==> config.mk <==
export PLATFORM = sky130hd
export DESIGN_NAME = rrc_ctrl
export DESIGN_NICKNAME = d
export VERILOG_FILES = /design/src/rtl/core/rectangle_raster_canvas_assert.svh /design/src/rtl/core/rrc_pkg.sv /design/src/rtl/core/rrc_ctrl.sv
export SDC_FILE = /design/constraint.sdc
export NUM_CORES = 1
export LEC_CHECK = 0
export BUFFER_PORTS_ARGS = -buffer_cell sky130_fd_sc_hd__buf_4
export CAP_MARGIN = 20
export CORE_AREA = 8 8 45 47
export DETAILED_ROUTE_END_ITERATION = 6
export DIE_AREA = 0 0 53 55
export PLACE_DENSITY = 0.52
export SLEW_MARGIN = 20
export SYNTH_ARGS = -nofsm -noshare
export SYNTH_HDL_FRONTEND = slang
export SYNTH_SLANG_ARGS = --single-unit
==> constraint.sdc <==
create_clock -name i_clk -period 1.8 [get_ports i_clk]
set_input_delay 0.36 -clock i_clk [delete_from_list [all_inputs] [get_ports i_clk]]
set_output_delay 0.36 -clock i_clk [all_outputs]
set_load 0.05 [all_outputs]
==> src/rtl/core/rectangle_raster_canvas_assert.svh <==
// Assertion macros for the rectangle raster canvas.
// Each macro expects i_clk and i_rst_n in scope.
`ifndef RECTANGLE_RASTER_CANVAS_ASSERT_SVH
`define RECTANGLE_RASTER_CANVAS_ASSERT_SVH

// Same-cycle implication, held off during reset
`define RRC_ASSERT_NOW(lbl, ante, cons, msg) \
    lbl: assert property (@(posedge i_clk) disable iff (!i_rst_n) (ante) |-> (cons)) \
        else $error(msg);

// Next-cycle implication, held off during reset
`define RRC_ASSERT_NEXT(lbl, ante, cons, msg) \
    lbl: assert property (@(posedge i_clk) disable iff (!i_rst_n) (ante) |=> (cons)) \
        else $error(msg);

`endif

==> src/rtl/core/rrc_pkg.sv <==
package rrc_pkg;

    // Canvas geometry
    localparam int MAX_COLS  = 256;
    localparam int MAX_ROWS  = 256;
    localparam int COL_BITS  = $clog2(MAX_COLS);
    localparam int ROW_BITS  = $clog2(MAX_ROWS);
    localparam int ADDR_BITS = COL_BITS + ROW_BITS;

    // Field widths
    localparam int FRAC_BITS = 8;
    localparam int CRD_W     = 20;
    localparam int AW        = CRD_W + 2;
    localparam int CHAR_W    = 8;
    localparam int ACT_W     = 2;
    localparam int STAT_W    = 2;
    localparam int CFG_W     = 9;
    localparam int CFG_IDX_W = 2;

    localparam logic [COL_BITS-1:0] COL_LAST = COL_BITS'(MAX_COLS - 1);
    localparam logic [ROW_BITS-1:0] ROW_LAST = ROW_BITS'(MAX_ROWS - 1);
    localparam logic signed [AW-1:0] ONE_FX  = AW'(1 << FRAC_BITS);

    // Action codes
    localparam logic [ACT_W-1:0] ACT_DRAW  = 2'd0;
    localparam logic [ACT_W-1:0] ACT_READ  = 2'd1;
    localparam logic [ACT_W-1:0] ACT_CLEAR = 2'd2;

    // Status codes
    localparam logic [STAT_W-1:0] ST_OK       = 2'd0;
    localparam logic [STAT_W-1:0] ST_BAD_RECT = 2'd1;
    localparam logic [STAT_W-1:0] ST_OUTSIDE  = 2'd2;

    // Register indexes
    localparam logic [CFG_IDX_W-1:0] REG_WIDTH  = 2'd0;
    localparam logic [CFG_IDX_W-1:0] REG_HEIGHT = 2'd1;
    localparam logic [CFG_IDX_W-1:0] REG_BG     = 2'd2;

    // Shape characters
    localparam logic [CHAR_W-1:0] CH_FILLED  = 8'h52;
    localparam logic [CHAR_W-1:0] CH_OUTLINE = 8'h72;

    // What a request turns into once decoded
    typedef enum logic [1:0] {
        KIND_NONE = 2'd0,
        KIND_SCAN = 2'd1,
        KIND_READ = 2'd2
    } t_kind;

    // Controller to datapath
    typedef struct packed {
        logic accept;
        logic step;
        logic rd;
    } t_dp_cmd;

    // Datapath to controller
    typedef struct packed {
        t_kind kind;
        logic  last;
    } t_dp_stat;

    // Last in-use column: 0 acts as 1, above the maximum acts as the maximum
    function automatic logic [COL_BITS-1:0] cols_last(input logic [CFG_W-1:0] n);
        logic [CFG_W-1:0] m;
        m = n - CFG_W'(1);
        if (n == '0) begin
            return '0;
        end else if (32'(n) > MAX_COLS) begin
            return COL_LAST;
        end
        return m[COL_BITS-1:0];
    endfunction

    function automatic logic [ROW_BITS-1:0] rows_last(input logic [CFG_W-1:0] n);
        logic [CFG_W-1:0] m;
        m = n - CFG_W'(1);
        if (n == '0) begin
            return '0;
        end else if (32'(n) > MAX_ROWS) begin
            return ROW_LAST;
        end
        return m[ROW_BITS-1:0];
    endfunction

endpackage

==> src/rtl/core/rrc_ctrl.sv <==
module rrc_ctrl (
    input  logic              i_clk,
    input  logic              i_rst_n,
    input  logic              i_start,
    input  rrc_pkg::t_dp_stat i_stat,
    output rrc_pkg::t_dp_cmd  o_cmd,
    output logic              o_busy,
    output logic              o_done
);
    import rrc_pkg::*;

    typedef enum logic [5:0] {
        S_INIT     = 6'b000001,
        S_IDLE     = 6'b000010,
        S_DISPATCH = 6'b000100,
        S_SCAN     = 6'b001000,
        S_READ     = 6'b010000,
        S_DONE     = 6'b100000
    } t_state;

    t_state r_state, n_state;

    // State register; reset starts the zeroing sweep
    always_ff @(posedge i_clk) begin
        if (!i_rst_n) begin
            r_state <= S_INIT;
        end else begin
            r_state <= n_state;
        end
    end

    // Next state and datapath commands
    always_comb begin
        n_state      = r_state;
        o_cmd.accept = 1'b0;
        o_cmd.step   = 1'b0;
        o_cmd.rd     = 1'b0;
        case (r_state)
            S_INIT: begin
                o_cmd.step = 1'b1;
                if (i_stat.last) n_state = S_IDLE;
            end
            S_IDLE: begin
                if (i_start) begin
                    o_cmd.accept = 1'b1;
                    n_state      = S_DISPATCH;
                end
            end
            S_DISPATCH: begin
                case (i_stat.kind)
                    KIND_SCAN: n_state = S_SCAN;
                    KIND_READ: n_state = S_READ;
                    default:   n_state = S_DONE;
                endcase
            end
            S_SCAN: begin
                o_cmd.step = 1'b1;
                if (i_stat.last) n_state = S_DONE;
            end
            S_READ: begin
                o_cmd.rd = 1'b1;
                n_state  = S_DONE;
            end
            S_DONE: begin
                n_state = S_IDLE;
            end
            default: begin
                n_state = S_INIT;
            end
        endcase
    end

    assign o_busy = (r_state != S_IDLE);
    assign o_done = (r_state == S_DONE);

endmodule

==> metrics.md <==
| Metric | Value |
|---|---|
| Status | `complete, no violations` |
| Arr. time, crit path | `1.41 ns` |
| Routed len/inst | `12.7 µm` |
| Drt drc | `0` |
| Logic pwr share | `39.7%` |
| Vias per inst | `5.18` |
| Routed Antenna Nets | `0` |
| CTS tree | `built` |
| Nets@finish | `72` |
| Worst Max-Slew Pin Slew | `0.443 ns` |
| Hold Path Class | `in -> reg` |
| Required time at the worst-slack endpoint | `1.44 ns` |
| Die width | `53 µm` |
| Synthesized net count | `57` |
| Cells after Synth | `49` |
| Synth Area in XOR/XNOR | `8.00%` |
| Antenna violations before repair | `0` |
| Sequential share of the synthesized area | `27.4%` |
| Power Dens Cells | `852 nW/µm²` |
| CORE AREA | `1380 µm²` |
| DRT iter0 DRCs | `21` |
| Yosys warning count | `0` |
| Sw frac | `36.4%` |
| Post-DP HPWL | `759 µm` |
| Tcrit/Tclk final | `98.6%` |
| Max Slew Vio Count | `0` |
| Multiplexer share of the synthesized area | `0%` |
| ANT cells | `0` |
| Post-Syn Area per Cell | `8.94 µm²` |
| RePlAce Congestion | `0.705` |
| Worst-path fanout max | `8` |
| Worst setup skew after layout | `0.00281 ns` |
| Main combinational cell family by area after synthesis | `simple AND/OR/NAND/NOR gates` |
| TritonCTS buffer count | `3` |
| Fin Hold WS | `0.340 ns` |
| Peak supply drop | `283 µV` |
| Complex-gate fraction of the synthesized area | `8.29%` |
| Power Internal | `309 µW` |
| Share of post-route cells with drive strength above 1 | `40.3%` |
| Initial Util | `31.6%` |
| RSZ-0062 raised after global routing | `yes` |
| First-pass GRT wire length | `1.62 mm` |
| 1st-pass router iterations | `4` |
| Min Tclk post-route | `1.77 ns` |
| Vias in the first global route | `377` |
| Reg clk slew, reported paths | `0.05 ns` |
| Area growth syn-to-layout | `30.3%` |
| Number of synthesized register bits | `6` |
| Seq pwr share | `33.6%` |
| Clock network fraction of total power | `26.6%` |
| CTS Root Cell | `clkbuf_4` |
| Port buffer count | `10` |
| Crit end category | `output pin` |
| Hold Violations, Final | `0` |
| Worst path cell trace | `or4_4 > nor2_4 > buf_8` |
| Largest register FFs | `6` |
| WS Path Type | `reg -> out` |
| H-Tree Depth | `1` |
| I/O Pins | `11` |
| Achievable Freq | `564 MHz` |
| Relative slew slack | `70.2%` |
| Final setup vio count | `0` |
| Row Count | `14` |
| Max incr delay on CP | `0.55 ns` |
| Max cap viols | `0` |
| Synthesized-area fraction occupied by adder cells | `5.71%` |
| Reg with most FFs | `r_state` |
| Clock Path Buffers | `2` |
| Critical path startpoint category | `flip-flop` |
| Largest net degree at the start of global routing | `10` |
| Post-cts hold buffer count | `0` |
| Die Span Y | `55 µm` |
| Final WL | `988 µm` |
| Tot Pwr | `486 µW` |
| Static Leak | `0.259 nW` |
| Setup WS pre-CTS | `0.214 ns` |
| Slowest-stage cell, CP | `or4_4` |
| Remaining global-route overflow | `0` |
| Crit path buffers/inverters | `1` |
| Total number of vias | `404` |
| Fin worst setup slack | `0.0258 ns` |
| Global Route Usage Sum | `7.99%` |
| Post-synthesis cell area | `438 µm²` |
| Clk_lat worst skew | `0.25 ns` |
| Crit-path leading delay family | `simple AND/OR/NAND/NOR gates` |
| Die Area | `2920 µm²` |
| Yosys cell types | `29` |
| Clk sinks | `6` |
| Switch Pwr | `177 µW` |
| Largest registers | `r_state (6)` |
| Synth Area in Simple Gates | `40.3%` |
area by class of cell:
| type | instances | area [µm²] |
|---|---|---|
| Fill cell | 146 | 813 |
| Multi-Input combinational cell | 37 | 285 |
| Sequential cell | 6 | 126 |
| Timing Repair Buffer | 13 | 105 |
| Clock buffer | 3 | 22.5 |
| Tap cell | 16 | 20.0 |
| Inverter | 3 | 11.3 |
kinds of logic (layout without fill, tap and decap cells):
family	Yosys count	count (layout)
and+or+nand+nor	26	26
DFF	6	6
buffers and inverters	6	19
AOI/OAI and AO/OA	5	5
xor gates and xnor gates	4	4
adders and majority gates	2	2
cells in the final DEF, fill, tap and decap left out, drive strengths merged, types with 2 or more instances in the layout:
master  instances
buf            13
inv             3
xnor2           2
ha              2
dfxtp           6
and3            3
nor3            3
xor2            2
clkbuf          3
nor4b           2
nor2            7
per-layer routing:
metal	GRT usage, %	vias up	wire length [µm]
met4	10.3	0	21
li1	-	206	-
met1	8.09	179	385
met5	0	-	0
met3	2.14	2	77
met2	11.9	17	504
final timing paths:
path | from | to | slack (ns) | cells past startpoint
max | r_state[2]$_SDFFE_PN0P_ | o_cmd[1] | 0.03 | 3
min reg2reg | r_state[2]$_SDFFE_PN0P_ | r_state[5]$_SDFFE_PN0P_ | 0.58 | 2
max reg2reg | r_state[2]$_SDFFE_PN0P_ | r_state[1]$_SDFFE_PN0P_ | 0.23 | 4
min | i_rst_n | r_state[0]$_SDFFE_PN1P_ | 0.34 | 2
per-stage QoR:
stage / cell area [µm²] / util (%) / TNS (ns) / instances
finish: 571 / 41.2 / 0 / 78
CTS: 556 / 40.1 / -0.0149 / 77
detailed placement: 517 / 37.3 / 0 / 74
floorplan: 440 / - / 0 / 49
global route: 571 / 41.2 / -0.00443 / 78
global placement: 517 / 37.3 / 0 / 74
synth_stat cells:
master | instances | share of area, %
and3_2 | 1 | 1.7
nor4_1 | 1 | 1.4
xnor2_1 | 2 | 4.0
and3_1 | 2 | 2.9
nor3_4 | 1 | 3.7
nand2_1 | 1 | 0.86
nor2b_1 | 1 | 1.4
nor2_1 | 7 | 6.0
and3b_1 | 1 | 2.0
a32oi_1 | 1 | 2.0
nor3b_1 | 1 | 1.7
inv_1 | 3 | 2.6
nand4_1 | 1 | 1.4
and4_1 | 1 | 2.0
xor2_1 | 2 | 4.0
nor4b_2 | 1 | 3.4
a31oi_1 | 1 | 1.4
o311ai_1 | 1 | 2.0
dfxtp_1 | 6 | 27
and2_1 | 1 | 1.4
a211oi_1 | 1 | 1.7
o21ai_1 | 1 | 1.1
nor4b_1 | 1 | 2.0
buf_6 | 3 | 7.7
nor3_1 | 2 | 2.3
and4b_1 | 1 | 2.3
or4_4 | 1 | 2.6
nand3_1 | 1 | 1.1
ha_1 | 2 | 5.7
power groups by stage:
stage	clock [mW]	combinational (mW)	sequential, mW
2_1_floorplan	0	0.139	0.152
3_3_place_gp	0	0.171	0.166
3_5_place_dp	0	0.168	0.166
4_1_cts	0.134	0.181	0.164
5_1_grt	0.144	0.207	0.165
6_report	0.129	0.193	0.163
worst reg2reg max path, cell delays in order (launching register included):
cell and delay, ns:
dfxtp_4 0.36, or4_4 0.55, buf_4 0.16, nor3_4 0.20, and3b_1 0.19
repair_timing:
item,4_1_cts,5_1_grt
pin swaps,0,3
gates resized for setup,5,3
setup buffers,0,1
endpoints found under the hold margin,0,0
endpoints found under the setup margin,2,2
Note: power is estimated with default switching activity, not from simulation.
